[config.mk]
export PLATFORM = sky130hd
export DESIGN_NAME = zero_crossing_pitch_rms_estimator_flat
export DESIGN_NICKNAME = d
export VERILOG_FILES = /design/src/sv/zcp_pkg.sv /design/src/sv/zcp_if.sv /design/src/sv/zcp_ctrl.sv /design/src/sv/zcp_dp.sv /design/src/sv/zero_crossing_pitch_rms_estimator.sv /design/src/flat_wrapper.sv
export SDC_FILE = /design/constraint.sdc
export NUM_CORES = 2
export LEC_CHECK = 0
export ABC_AREA = 1
export BUFFER_PORTS_ARGS = -buffer_cell sky130_fd_sc_hd__buf_2
export CORE_UTILIZATION = 50
export CTS_BUF_LIST = sky130_fd_sc_hd__clkbuf_4
export DETAILED_ROUTE_END_ITERATION = 8
export GPL_ROUTABILITY_DRIVEN = 0
export PLACE_DENSITY_LB_ADDON = 0.3
export SLEW_MARGIN = 10
export SYNTH_ARGS = -nofsm -noshare
export SYNTH_HDL_FRONTEND = slang
export SYNTH_SLANG_ARGS = --single-unit
[constraint.sdc]
create_clock -name clock -period 13.5 [get_ports clock]
set_input_delay 1.35 -clock clock [delete_from_list [all_inputs] [get_ports clock]]
set_output_delay 1.35 -clock clock [all_outputs]
set_load 0.01 [all_outputs]
[src/sv/zcp_pkg.sv]
// ----------------------------------------------------------------------------
// zcp_pkg
// Shared widths, constants, state codes and control structs for the
// zero-crossing pitch and RMS energy estimator.
// ----------------------------------------------------------------------------
package zcp_pkg;

   localparam int SAMPLE_W   = 16;
   localparam int RATE_W     = 18;
   localparam int COUNT_W    = 20;
   localparam int SUM_W      = 50;
   localparam int SQ_W       = 32;
   localparam int PROD_W     = 41;
   localparam int ROOT_W     = 16;
   localparam int RAD_W      = 2 * ROOT_W;
   localparam int PITCH_W    = 13;
   localparam int ENERGY_W   = 14;
   localparam int CSR_IDX_W  = 1;

   localparam int CAPTURE_SECONDS_DEF = 3;

   localparam logic [RATE_W-1:0]   RATE_RESET    = RATE_W'(22050);
   localparam logic [COUNT_W-1:0]  MIN_SAMPLES   = COUNT_W'(512);
   localparam logic [COUNT_W-1:0]  MIN_CAP       = COUNT_W'(1024);
   localparam logic [COUNT_W-1:0]  COUNT_MAX     = {COUNT_W{1'b1}};
   localparam logic [ROOT_W-1:0]   ENERGY_LO     = ROOT_W'(983);
   localparam logic [ROOT_W-1:0]   ENERGY_HI     = ROOT_W'(11468);
   localparam logic [PITCH_W-1:0]  PITCH_LO      = PITCH_W'(1280);
   localparam logic [PITCH_W-1:0]  PITCH_HI      = PITCH_W'(5120);
   localparam logic [PITCH_W-1:0]  PITCH_DEFAULT = PITCH_W'(2240);
   localparam int                  SHORT_FACTOR  = 50;

   typedef enum logic [CSR_IDX_W-1:0] {
      CSR_STEREO_MODE = 1'b0,
      CSR_RATE_HZ     = 1'b1
   } csr_idx_type;

   typedef enum logic [5:0] {
      ST_IDLE   = 6'b000001,
      ST_SETTLE = 6'b000010,
      ST_DIV_E  = 6'b000100,
      ST_SQRT   = 6'b001000,
      ST_DIV_P  = 6'b010000,
      ST_FIN    = 6'b100000
   } state_type;

   typedef enum logic {
      DIV_SRC_ENERGY = 1'b0,
      DIV_SRC_PITCH  = 1'b1
   } div_src_type;

   typedef struct packed {
      logic        take_item;
      logic        div_start;
      div_src_type div_src;
      logic        sqrt_start;
      logic        out_load;
      logic        clear;
   } cmd_type;

   typedef struct packed {
      logic last_item;
      logic too_short;
      logic div_busy;
      logic sqrt_busy;
      logic out_free;
   } stat_type;

endpackage

[src/sv/zcp_if.sv]
// ----------------------------------------------------------------------------
// zcp_if
// Handshake channels of the estimator: input frames, results, register writes.
// ----------------------------------------------------------------------------
interface zcp_req_if;
   logic                                 valid;
   logic                                 ready;
   logic signed [zcp_pkg::SAMPLE_W-1:0]  left_sample;
   logic signed [zcp_pkg::SAMPLE_W-1:0]  right_sample;
   logic                                 last_frame;

   modport source (output valid, left_sample, right_sample, last_frame, input ready);
   modport sink   (input valid, left_sample, right_sample, last_frame, output ready);
endinterface

interface zcp_rsp_if;
   logic                               valid;
   logic                               ready;
   logic [zcp_pkg::PITCH_W-1:0]        pitch_q4;
   logic [zcp_pkg::ENERGY_W-1:0]       energy_q15;
   logic                               status;

   modport source (output valid, pitch_q4, energy_q15, status, input ready);
   modport sink   (input valid, pitch_q4, energy_q15, status, output ready);
endinterface

interface zcp_csr_if;
   logic                               valid;
   logic                               ready;
   logic [zcp_pkg::CSR_IDX_W-1:0]      index;
   logic [zcp_pkg::RATE_W-1:0]         data;

   modport source (output valid, index, data, input ready);
   modport sink   (input valid, index, data, output ready);
endinterface

[src/sv/zcp_ctrl.sv]
// ----------------------------------------------------------------------------
// zcp_ctrl
// Sequencer: takes frames while idle, then, unless the capture is too short, runs
// energy divide, then square root beside pitch divide; hands result to output register.
// ----------------------------------------------------------------------------
module zcp_ctrl (
   input  logic              clock,
   input  logic              reset,
   input  logic              req_valid,
   output logic              req_ready,
   input  zcp_pkg::stat_type stat,
   output zcp_pkg::cmd_type  cmd
);
   import zcp_pkg::*;

   state_type state_ff;
   state_type state_in;

   assign req_ready = (state_ff == ST_IDLE);

   always_comb begin
      state_in       = state_ff;
      cmd            = '0;
      cmd.div_src    = DIV_SRC_ENERGY;
      cmd.take_item  = req_valid && req_ready;
      unique case (state_ff)
         ST_IDLE: begin
            if (cmd.take_item && stat.last_item) begin
               state_in = ST_SETTLE;
            end
         end
         ST_SETTLE: begin
            // last square lands in the sum at this edge; divider loads next sum
            if (stat.too_short) begin
               state_in = ST_FIN;
            end else begin
               cmd.div_start = 1'b1;
               state_in      = ST_DIV_E;
            end
         end
         ST_DIV_E: begin
            if (!stat.div_busy) begin
               cmd.sqrt_start = 1'b1;
               cmd.div_start  = 1'b1;
               cmd.div_src    = DIV_SRC_PITCH;
               state_in       = ST_SQRT;
            end
         end
         ST_SQRT: begin
            if (!stat.sqrt_busy) begin
               state_in = ST_DIV_P;
            end
         end
         ST_DIV_P: begin
            if (!stat.div_busy) begin
               state_in = ST_FIN;
            end
         end
         ST_FIN: begin
            if (stat.out_free) begin
               cmd.out_load = 1'b1;
               cmd.clear    = 1'b1;
               state_in     = ST_IDLE;
            end
         end
         default: begin
            state_in = ST_IDLE;
         end
      endcase
   end

   always_ff @(posedge clock) begin
      if (reset) begin
         state_ff <= ST_IDLE;
      end else begin
         state_ff <= state_in;
      end
   end

endmodule

[src/sv/zcp_dp.sv]
// ----------------------------------------------------------------------------
// zcp_dp
// Datapath: config registers, per-frame accumulation, shared restoring
// divider, bit-pair square root and the result register.
// ----------------------------------------------------------------------------
module zcp_dp #(
   parameter int CAPTURE_SECONDS = zcp_pkg::CAPTURE_SECONDS_DEF
) (
   input  logic              clock,
   input  logic              reset,
   zcp_req_if.sink           req,
   zcp_rsp_if.source         rsp,
   zcp_csr_if.sink           csr,
   input  zcp_pkg::cmd_type  cmd,
   output zcp_pkg::stat_type stat
);
   import zcp_pkg::*;

   localparam int CS_W    = $clog2(CAPTURE_SECONDS + 1);
   localparam int CAP_W   = RATE_W + CS_W;
   localparam int DCNT_W  = $clog2(SUM_W);
   localparam int SCNT_W  = $clog2(ROOT_W);
   localparam int SHORT_W = COUNT_W + $clog2(SHORT_FACTOR + 1);

   // configuration
   logic              stereo_ff;
   logic [RATE_W-1:0] rate_ff;

   assign csr.ready = 1'b1;

   always_ff @(posedge clock) begin
      if (reset) begin
         stereo_ff <= 1'b0;
         rate_ff   <= RATE_RESET;
      end else if (csr.valid) begin
         unique case (csr_idx_type'(csr.index))
            CSR_STEREO_MODE: stereo_ff <= csr.data[0];
            CSR_RATE_HZ:     rate_ff   <= csr.data;
            default:         rate_ff   <= rate_ff;
         endcase
      end
   end

   // capture cap: CAPTURE_SECONDS * rate, clamped
   logic [CAP_W-1:0]   cap_raw;
   logic [COUNT_W-1:0] cap;

   assign cap_raw = CAP_W'(rate_ff) * CAP_W'(CAPTURE_SECONDS);

   always_comb begin
      if (cap_raw > CAP_W'(COUNT_MAX)) begin
         cap = COUNT_MAX;
      end else if (cap_raw < CAP_W'(MIN_CAP)) begin
         cap = MIN_CAP;
      end else begin
         cap = cap_raw[COUNT_W-1:0];
      end
   end

   // sample selection and squaring
   logic signed [SAMPLE_W:0]   pair_sum;
   logic signed [SAMPLE_W:0]   pair_adj;
   logic signed [SAMPLE_W-1:0] smp;
   logic [SAMPLE_W-1:0]        mag;
   logic                       take;
   logic                       crossing;
   logic signed [SAMPLE_W-1:0] prev_ff;
   logic [COUNT_W-1:0]         count_ff;
   logic [COUNT_W-1:0]         cross_ff;
   logic [SUM_W-1:0]           sum_ff;
   logic [SUM_W-1:0]           sum_in;
   logic [SQ_W-1:0]            sq_ff;
   logic                       take_ff;

   assign pair_sum = {req.left_sample[SAMPLE_W-1], req.left_sample}
                   + {req.right_sample[SAMPLE_W-1], req.right_sample};
   // round toward zero: bump negative sums before the shift
   assign pair_adj = pair_sum + {{SAMPLE_W{1'b0}}, pair_sum[SAMPLE_W]};
   assign smp      = stereo_ff ? pair_adj[SAMPLE_W:1] : req.left_sample;
   assign mag      = smp[SAMPLE_W-1] ? (~smp + 1'b1) : smp;
   assign take     = (count_ff < cap);

   assign crossing = (count_ff != '0) &&
                     (((prev_ff[SAMPLE_W-1] || (prev_ff == '0)) &&
                       !smp[SAMPLE_W-1] && (smp != '0)) ||
                      (!prev_ff[SAMPLE_W-1] && smp[SAMPLE_W-1]));

   assign sum_in = sum_ff + (take_ff ? SUM_W'(sq_ff) : SUM_W'(0));

   always_ff @(posedge clock) begin
      sq_ff <= SQ_W'(mag) * SQ_W'(mag);
   end

   always_ff @(posedge clock) begin
      if (reset || cmd.clear) begin
         take_ff  <= 1'b0;
         sum_ff   <= '0;
         count_ff <= '0;
         cross_ff <= '0;
         prev_ff  <= '0;
      end else begin
         take_ff <= cmd.take_item && take;
         sum_ff  <= sum_in;
         if (cmd.take_item && take) begin
            count_ff <= count_ff + 1'b1;
            prev_ff  <= smp;
            if (crossing) begin
               cross_ff <= cross_ff + 1'b1;
            end
         end
      end
   end

   // pitch numerator and short-capture flag, held stable while computing
   logic [PROD_W-1:0] prod_ff;
   logic              long_ff;
   logic [SHORT_W-1:0] count_x50;

   assign count_x50 = SHORT_W'(count_ff) * SHORT_W'(SHORT_FACTOR);

   always_ff @(posedge clock) begin
      prod_ff <= (PROD_W'(cross_ff) * PROD_W'(rate_ff)) << 3;
      long_ff <= count_x50 > SHORT_W'(rate_ff);
   end

   // shared restoring divider, one quotient bit a cycle
   logic [SUM_W-1:0]   quo_ff;
   logic [COUNT_W-1:0] rem_ff;
   logic [COUNT_W-1:0] dvs_ff;
   logic [DCNT_W-1:0]  dcnt_ff;
   logic               dbusy_ff;
   logic [COUNT_W:0]   dshift;
   logic               dfit;

   assign dshift = {rem_ff, quo_ff[SUM_W-1]};
   assign dfit   = dshift >= {1'b0, dvs_ff};

   always_ff @(posedge clock) begin
      if (cmd.div_start) begin
         quo_ff  <= (cmd.div_src == DIV_SRC_PITCH) ? SUM_W'(prod_ff) : sum_in;
         rem_ff  <= '0;
         dvs_ff  <= count_ff;
         dcnt_ff <= '0;
      end else if (dbusy_ff) begin
         quo_ff  <= {quo_ff[SUM_W-2:0], dfit};
         rem_ff  <= dfit ? COUNT_W'(dshift - {1'b0, dvs_ff}) : dshift[COUNT_W-1:0];
         dcnt_ff <= dcnt_ff + 1'b1;
      end
   end

   always_ff @(posedge clock) begin
      if (reset) begin
         dbusy_ff <= 1'b0;
      end else if (cmd.div_start) begin
         dbusy_ff <= 1'b1;
      end else if (dbusy_ff && (dcnt_ff == DCNT_W'(SUM_W - 1))) begin
         dbusy_ff <= 1'b0;
      end
   end

   // square root, one result bit a cycle
   logic [RAD_W-1:0]    rad_ff;
   logic [ROOT_W+1:0]   srem_ff;
   logic [ROOT_W-1:0]   root_ff;
   logic [SCNT_W-1:0]   scnt_ff;
   logic                sbusy_ff;
   logic [ROOT_W+3:0]   strial;
   logic [ROOT_W+3:0]   sshift;
   logic                sfit;

   assign sshift = {srem_ff, rad_ff[RAD_W-1:RAD_W-2]};
   assign strial = {2'b00, root_ff, 2'b01};
   assign sfit   = sshift >= strial;

   always_ff @(posedge clock) begin
      if (cmd.sqrt_start) begin
         rad_ff  <= quo_ff[RAD_W-1:0];
         srem_ff <= '0;
         root_ff <= '0;
         scnt_ff <= '0;
      end else if (sbusy_ff) begin
         rad_ff  <= {rad_ff[RAD_W-3:0], 2'b00};
         srem_ff <= sfit ? (ROOT_W+2)'(sshift - strial) : sshift[ROOT_W+1:0];
         root_ff <= {root_ff[ROOT_W-2:0], sfit};
         scnt_ff <= scnt_ff + 1'b1;
      end
   end

   always_ff @(posedge clock) begin
      if (reset) begin
         sbusy_ff <= 1'b0;
      end else if (cmd.sqrt_start) begin
         sbusy_ff <= 1'b1;
      end else if (sbusy_ff && (scnt_ff == SCNT_W'(ROOT_W - 1))) begin
         sbusy_ff <= 1'b0;
      end
   end

   // result formatting and output register
   logic                short_cap;
   logic [PITCH_W-1:0]  pitch_val;
   logic [ROOT_W-1:0]   energy_val;
   logic                out_valid_ff;
   logic [PITCH_W-1:0]  pitch_ff;
   logic [ENERGY_W-1:0] energy_ff;
   logic                status_ff;

   assign short_cap = count_ff < MIN_SAMPLES;

   always_comb begin
      if (!long_ff) begin
         pitch_val = PITCH_DEFAULT;
      end else if (quo_ff < SUM_W'(PITCH_LO)) begin
         pitch_val = PITCH_LO;
      end else if (quo_ff > SUM_W'(PITCH_HI)) begin
         pitch_val = PITCH_HI;
      end else begin
         pitch_val = quo_ff[PITCH_W-1:0];
      end
      if (root_ff < ENERGY_LO) begin
         energy_val = ENERGY_LO;
      end else if (root_ff > ENERGY_HI) begin
         energy_val = ENERGY_HI;
      end else begin
         energy_val = root_ff;
      end
   end

   always_ff @(posedge clock) begin
      if (reset) begin
         out_valid_ff <= 1'b0;
      end else if (cmd.out_load) begin
         out_valid_ff <= 1'b1;
      end else if (rsp.ready) begin
         out_valid_ff <= 1'b0;
      end
   end

   always_ff @(posedge clock) begin
      if (cmd.out_load) begin
         status_ff <= short_cap;
         pitch_ff  <= short_cap ? '0 : pitch_val;
         energy_ff <= short_cap ? '0 : energy_val[ENERGY_W-1:0];
      end
   end

   assign rsp.valid      = out_valid_ff;
   assign rsp.pitch_q4   = pitch_ff;
   assign rsp.energy_q15 = energy_ff;
   assign rsp.status     = status_ff;

   assign stat.last_item = req.last_frame;
   assign stat.too_short = short_cap;
   assign stat.div_busy  = dbusy_ff;
   assign stat.sqrt_busy = sbusy_ff;
   assign stat.out_free  = !out_valid_ff || rsp.ready;

endmodule

[src/sv/zero_crossing_pitch_rms_estimator.sv]
// ----------------------------------------------------------------------------
// zero_crossing_pitch_rms_estimator
// Estimates pitch from zero crossings and RMS energy over one audio capture.
// ----------------------------------------------------------------------------
// Usage:
//   req carries one PCM frame per item (left, right, last_frame). While no
//   capture is being finished, ready stays high and a frame is taken every
//   cycle. The frame with last_frame set closes the capture. After it is
//   taken, the shared 50-step restoring divider runs twice (energy mean,
//   then pitch ratio), a 16-step square root runs beside the second
//   divide, and the result appears on rsp. A capture under 512 samples
//   skips the arithmetic and reports status 1.
//   csr writes stereo_mode (index 0) and the rate in Hz (index 1); it is
//   always ready. Write it only between captures.
//   Reset restores mono mode, a 22050 Hz rate and clears the capture.
//   The result waits in an output register: new frames are taken while it is
//   pending, but a following capture end holds until rsp accepts it.
// ----------------------------------------------------------------------------
module zero_crossing_pitch_rms_estimator #(
   parameter int CAPTURE_SECONDS = zcp_pkg::CAPTURE_SECONDS_DEF
) (
   input  logic      clock,
   input  logic      reset,
   zcp_req_if.sink   req,
   zcp_rsp_if.source rsp,
   zcp_csr_if.sink   csr
);
   import zcp_pkg::*;

   cmd_type  cmd;
   stat_type stat;

   // sequencer: owns req.ready and orders the divide / root passes
   zcp_ctrl u_ctrl (
      .clock     (clock),
      .reset     (reset),
      .req_valid (req.valid),
      .req_ready (req.ready),
      .stat      (stat),
      .cmd       (cmd)
   );

   // accumulators, arithmetic units, config and result register
   zcp_dp #(
      .CAPTURE_SECONDS (CAPTURE_SECONDS)
   ) u_dp (
      .clock (clock),
      .reset (reset),
      .req   (req),
      .rsp   (rsp),
      .csr   (csr),
      .cmd   (cmd),
      .stat  (stat)
   );

endmodule
[src/flat_wrapper.sv]
// flat-port wrapper written by rule: the top's interface ports become plain ports
module zero_crossing_pitch_rms_estimator_flat import zcp_pkg::*;
#(
   parameter int CAPTURE_SECONDS = zcp_pkg::CAPTURE_SECONDS_DEF
)
  (clock, reset, req_valid, req_left_sample, req_right_sample, req_last_frame, req_ready, rsp_valid, rsp_pitch_q4, rsp_energy_q15, rsp_status, rsp_ready, csr_valid, csr_index, csr_data, csr_ready);
  zcp_req_if req_i ();
  zcp_rsp_if rsp_i ();
  zcp_csr_if csr_i ();
  input  logic clock;
  input  logic reset;
  input wire logic [$bits(req_i.valid)-1:0] req_valid;
  input wire logic [$bits(req_i.left_sample)-1:0] req_left_sample;
  input wire logic [$bits(req_i.right_sample)-1:0] req_right_sample;
  input wire logic [$bits(req_i.last_frame)-1:0] req_last_frame;
  output wire logic [$bits(req_i.ready)-1:0] req_ready;
  output wire logic [$bits(rsp_i.valid)-1:0] rsp_valid;
  output wire logic [$bits(rsp_i.pitch_q4)-1:0] rsp_pitch_q4;
  output wire logic [$bits(rsp_i.energy_q15)-1:0] rsp_energy_q15;
  output wire logic [$bits(rsp_i.status)-1:0] rsp_status;
  input wire logic [$bits(rsp_i.ready)-1:0] rsp_ready;
  input wire logic [$bits(csr_i.valid)-1:0] csr_valid;
  input wire logic [$bits(csr_i.index)-1:0] csr_index;
  input wire logic [$bits(csr_i.data)-1:0] csr_data;
  output wire logic [$bits(csr_i.ready)-1:0] csr_ready;
  assign req_i.valid = req_valid;
  assign req_i.left_sample = req_left_sample;
  assign req_i.right_sample = req_right_sample;
  assign req_i.last_frame = req_last_frame;
  assign req_ready = req_i.ready;
  assign rsp_valid = rsp_i.valid;
  assign rsp_pitch_q4 = rsp_i.pitch_q4;
  assign rsp_energy_q15 = rsp_i.energy_q15;
  assign rsp_status = rsp_i.status;
  assign rsp_i.ready = rsp_ready;
  assign csr_i.valid = csr_valid;
  assign csr_i.index = csr_index;
  assign csr_i.data = csr_data;
  assign csr_ready = csr_i.ready;
  zero_crossing_pitch_rms_estimator #(.CAPTURE_SECONDS(CAPTURE_SECONDS)) u_core (.clock(clock), .reset(reset), .req(req_i), .rsp(rsp_i), .csr(csr_i));
endmodule
==> flow_metrics.env <==
export IMPL_drive_above_1_share_pct=7.16
export IMPL_drt_pass1_iterations=6
export IMPL_crit_required_ns=14.24
export IMPL_report_final_slew_viol_count=0
export IMPL_die_x_um=298
export IMPL_ys_flop_type="dfxtp_1"
export IMPL_cp_common_cell="nand2_1"
export IMPL_cts_setup_buffers=0
export IMPL_cp_num_cells=51
export IMPL_yosysSeqAreaShare_pct=21.2
export IMPL_place_inst=6824
export IMPL_fin_crit_sh_pct=78.7
export IMPL_hpwl_mm=86.7
export IMPL_power_clock_fraction_pct=9.5
export IMPL_crit_buf_inv=10
export IMPL_cts_tree="yes"
export IMPL_p_seq_share_pct=13.6
export IMPL_grt_remaining_overflow=0
export IMPL_io_buffer_count=86
export IMPL_internal_power_mw=5.54
export IMPL_slew_headroom_pct=24.8
export IMPL_rsz0062_at_grt="no"
export IMPL_vias_per_cell=5.22
export IMPL_io_pins=88
export IMPL_grt_first_pass_wirelength_mm=180
export IMPL_finalHoldViolCount=0
export IMPL_cpMaxStageDelayCell="xor2_2"
export IMPL_clk_latency_ns=0.88
export IMPL_yosysWarnings=0
export IMPL_die_y_um=298
export IMPL_fin_util_pct=53.9
export IMPL_die_area_um2=88800
export IMPL_crit_arrival_ns=11.37
export IMPL_async_flop_share_pct=0
export IMPL_antenna_found_initial=2
export IMPL_core_area_um2=86800
export IMPL_track_usage_pct=24.8
export IMPL_numClockSinks=399
export IMPL_numCtsBuffers=105
export IMPL_crit_start="req_left_sample[0]"
export IMPL_drtIter0Drc=2502
export IMPL_synthTopCellsByCount="1262 x inv_1, 1217 x nand2_1, 471 x fa_1, 430 x ha_1, 401 x nor2_1"
export IMPL_status="finished clean"
export IMPL_synth_avg_cell_area_um2=7.70
export IMPL_wl_per_cell_um=15.5
export IMPL_cts_clk_slew_worst_paths_ns=0.06
export IMPL_worstSetupStartpointType="input pin"
export IMPL_ys_seq_elements=399
export IMPL_yosysTopAreaCell="fa_1"
export IMPL_pre_cts_slack_ns=2.14
export IMPL_netlist_instances=5693
export IMPL_worst_slew_pin_slew_ns=1.12
export IMPL_fin_ws_ns=2.87
export IMPL_grt_max_degree=78
export IMPL_fmax_mhz=94.1
export IMPL_synth_most_common_cell="inv_1"
export IMPL_nNetsFinal=6734
export IMPL_rr_worst_depth=33
export IMPL_hold_class="reg -> reg"
export IMPL_endpoint_kind="register"
export IMPL_timing_hold_ws_ns=0.461
export IMPL_drc_errors=0
export IMPL_p_sw_share_pct=52.1
export IMPL_row_count=108
export IMPL_clockBufferDepth=3
export IMPL_ys_types=65
export IMPL_synth_top_area_share_pct=21.5
export IMPL_comb_power_share_pct=76.9
export IMPL_post_route_min_period_ns=10.63
export IMPL_critPathMaxFanout=15
export IMPL_fin_tns_setup_ns=0
export IMPL_ir_worst_vdd_v=0.000891
export IMPL_timing_final_setup_violations=0
export IMPL_vias=36600
export IMPL_max_cap_violations=0
export IMPL_clockRootBuffer="clkbuf_4"
export IMPL_power_switching_mw=6.01
export IMPL_syn_area_um2=43800
export IMPL_synth_area_top_cells="fa_1 22%, dfxtp_1 12%, ha_1 12%"
export IMPL_crit_type="in -> reg"
export IMPL_wirelength_mm=109
export IMPL_finClkSkew_ns=0.0454
export IMPL_synth_edff_count=130
export IMPL_cts_hold_buf=0
export IMPL_grt_pass1_vias=36100
export IMPL_power_density_nw_per_um2=247
export IMPL_placed_cell_area_um2=45400
export IMPL_htreeDepth=3
export IMPL_ant_nets=0
export IMPL_area_delta_synth_final_pct=6.72
export IMPL_design_area_um2=46800
export IMPL_path_delay_family="adder cells"
export IMPL_cpPeakStageDelay_ns=0.76
export IMPL_r2r_start="u_core.u_dp.stereo_ff"
export IMPL_crit_end="u_core.u_dp.sq_ff[29]"
export IMPL_cts_repair_resized=0
export IMPL_total_power_mw=11.6
export IMPL_rrSetupSlack_ns=4.92
export IMPL_p_leak_nw=24.9
export IMPL_initial_core_util_pct=50.5
export IMPL_final_cells=7023
export IMPL_regToRegEndpoint="u_core.u_dp.sq_ff[29]"
cells by family after synthesis:
| kind of cell | synth area share, % |
|---|---|
| compound gates | 9.71 |
| xor+xnor | 3.49 |
| fa+ha+maj | 33.8 |
| buf+inv | 12.6 |
| flops | 21.2 |
| mux | 0.0228 |
| other cells | 0.0171 |
| simple gates | 19.1 |
worst min path at each step:
| stage | startpoint | to | cells past startpoint |
|---|---|---|---|
| 2_1_floorplan | u_core.u_dp.srem_ff[17] | u_core.u_dp.srem_ff[17] | 2 |
| 3_3_place_gp | u_core.u_dp.srem_ff[17] | u_core.u_dp.srem_ff[17] | 2 |
| 3_5_place_dp | u_core.u_dp.srem_ff[17] | u_core.u_dp.srem_ff[17] | 2 |
| 4_1_cts | u_core.u_dp.srem_ff[17] | u_core.u_dp.srem_ff[17] | 2 |
| 5_1_grt | u_core.u_dp.srem_ff[17] | u_core.u_dp.srem_ff[17] | 2 |
| 6_report | u_core.u_dp.srem_ff[17] | u_core.u_dp.srem_ff[17] | 2 |
power groups by stage:
stage	clock (mW)	combinational, mW	sequential [mW]
final	1.09	8.89	1.57
after global routing	1.18	10.2	1.58
after CTS	1.12	8.95	1.57
after detailed placement	0	8.88	1.60
after global placement	0	8.78	1.60
after floorplan	0	6.85	1.58
tightest hold or removal path: stages, from the launching register on:
cell and delay, ns:
dfxtp_1 0.31, nand2_1 0.07, nand2_1 0.05
layer usage:
layer	part of all wire (%)	vias up	GRT usage [%]	wire (µm)
met2	48	1059	42.8	52400
met1	44	17500	32.9	47700
met3	5.6	170	2.99	6130
met4	2.3	0	6.46	2460
li1	-	17900	-	-
met5	0	-	0	0
flip-flops by register name, summed over array words and instances, names as in the netlist, 4 cells and up:
name / flops
u_core.u_dp.sum_ff: 50
u_core.u_dp.scnt_ff: 4
u_core.u_dp.root_ff: 16
u_core.u_dp.srem_ff: 18
u_core.u_dp.count_ff: 20
u_core.u_dp.prev_ff: 16
u_core.u_dp.cross_ff: 20
u_core.u_dp.rsp.pitch_q4: 13
u_core.u_ctrl.state_ff: 6
u_core.u_dp.rem_ff: 20
u_core.u_dp.prod_ff: 38
u_core.u_dp.rate_ff: 18
u_core.u_dp.quo_ff: 50
u_core.u_dp.sq_ff: 31
u_core.u_dp.rad_ff: 32
u_core.u_dp.dvs_ff: 20
u_core.u_dp.dcnt_ff: 6
u_core.u_dp.rsp.energy_q15: 14
cell type report:
cell class	instances	area (µm²)
Tap cell	1155	1450
Clock buffer	165	1240
Sequential cell	399	9290
Antenna cell	1	2.50
Fill cell	8326	40000
Timing Repair Buffer	129	753
Inverter	1288	4840
Clock inverter	33	148
Multi-Input combinational cell	3853	29100
cells in the final DEF (no fill, tap or decap), types with 15 or more instances in the layout:
| cell | count |
|---|---|
| nor2_1 | 398 |
| o22ai_1 | 28 |
| nor3_1 | 42 |
| o21ai_0 | 240 |
| clkinv_1 | 24 |
| clkbuf_4 | 165 |
| nand4_1 | 58 |
| xor2_1 | 109 |
| a31oi_1 | 20 |
| nor4_1 | 17 |
| inv_2 | 24 |
| ha_1 | 430 |
| o21a_1 | 15 |
| edfxtp_1 | 130 |
| o221ai_1 | 33 |
| buf_4 | 43 |
| nand2_2 | 22 |
| nand3_1 | 192 |
| xnor2_1 | 59 |
| fa_1 | 471 |
| nand2_1 | 1217 |
| dfxtp_1 | 269 |
| buf_2 | 86 |
| inv_1 | 1259 |
| a21oi_1 | 316 |
| nor2_2 | 18 |
| o211ai_1 | 22 |
Note: power is estimated with default switching activity, not from simulation.
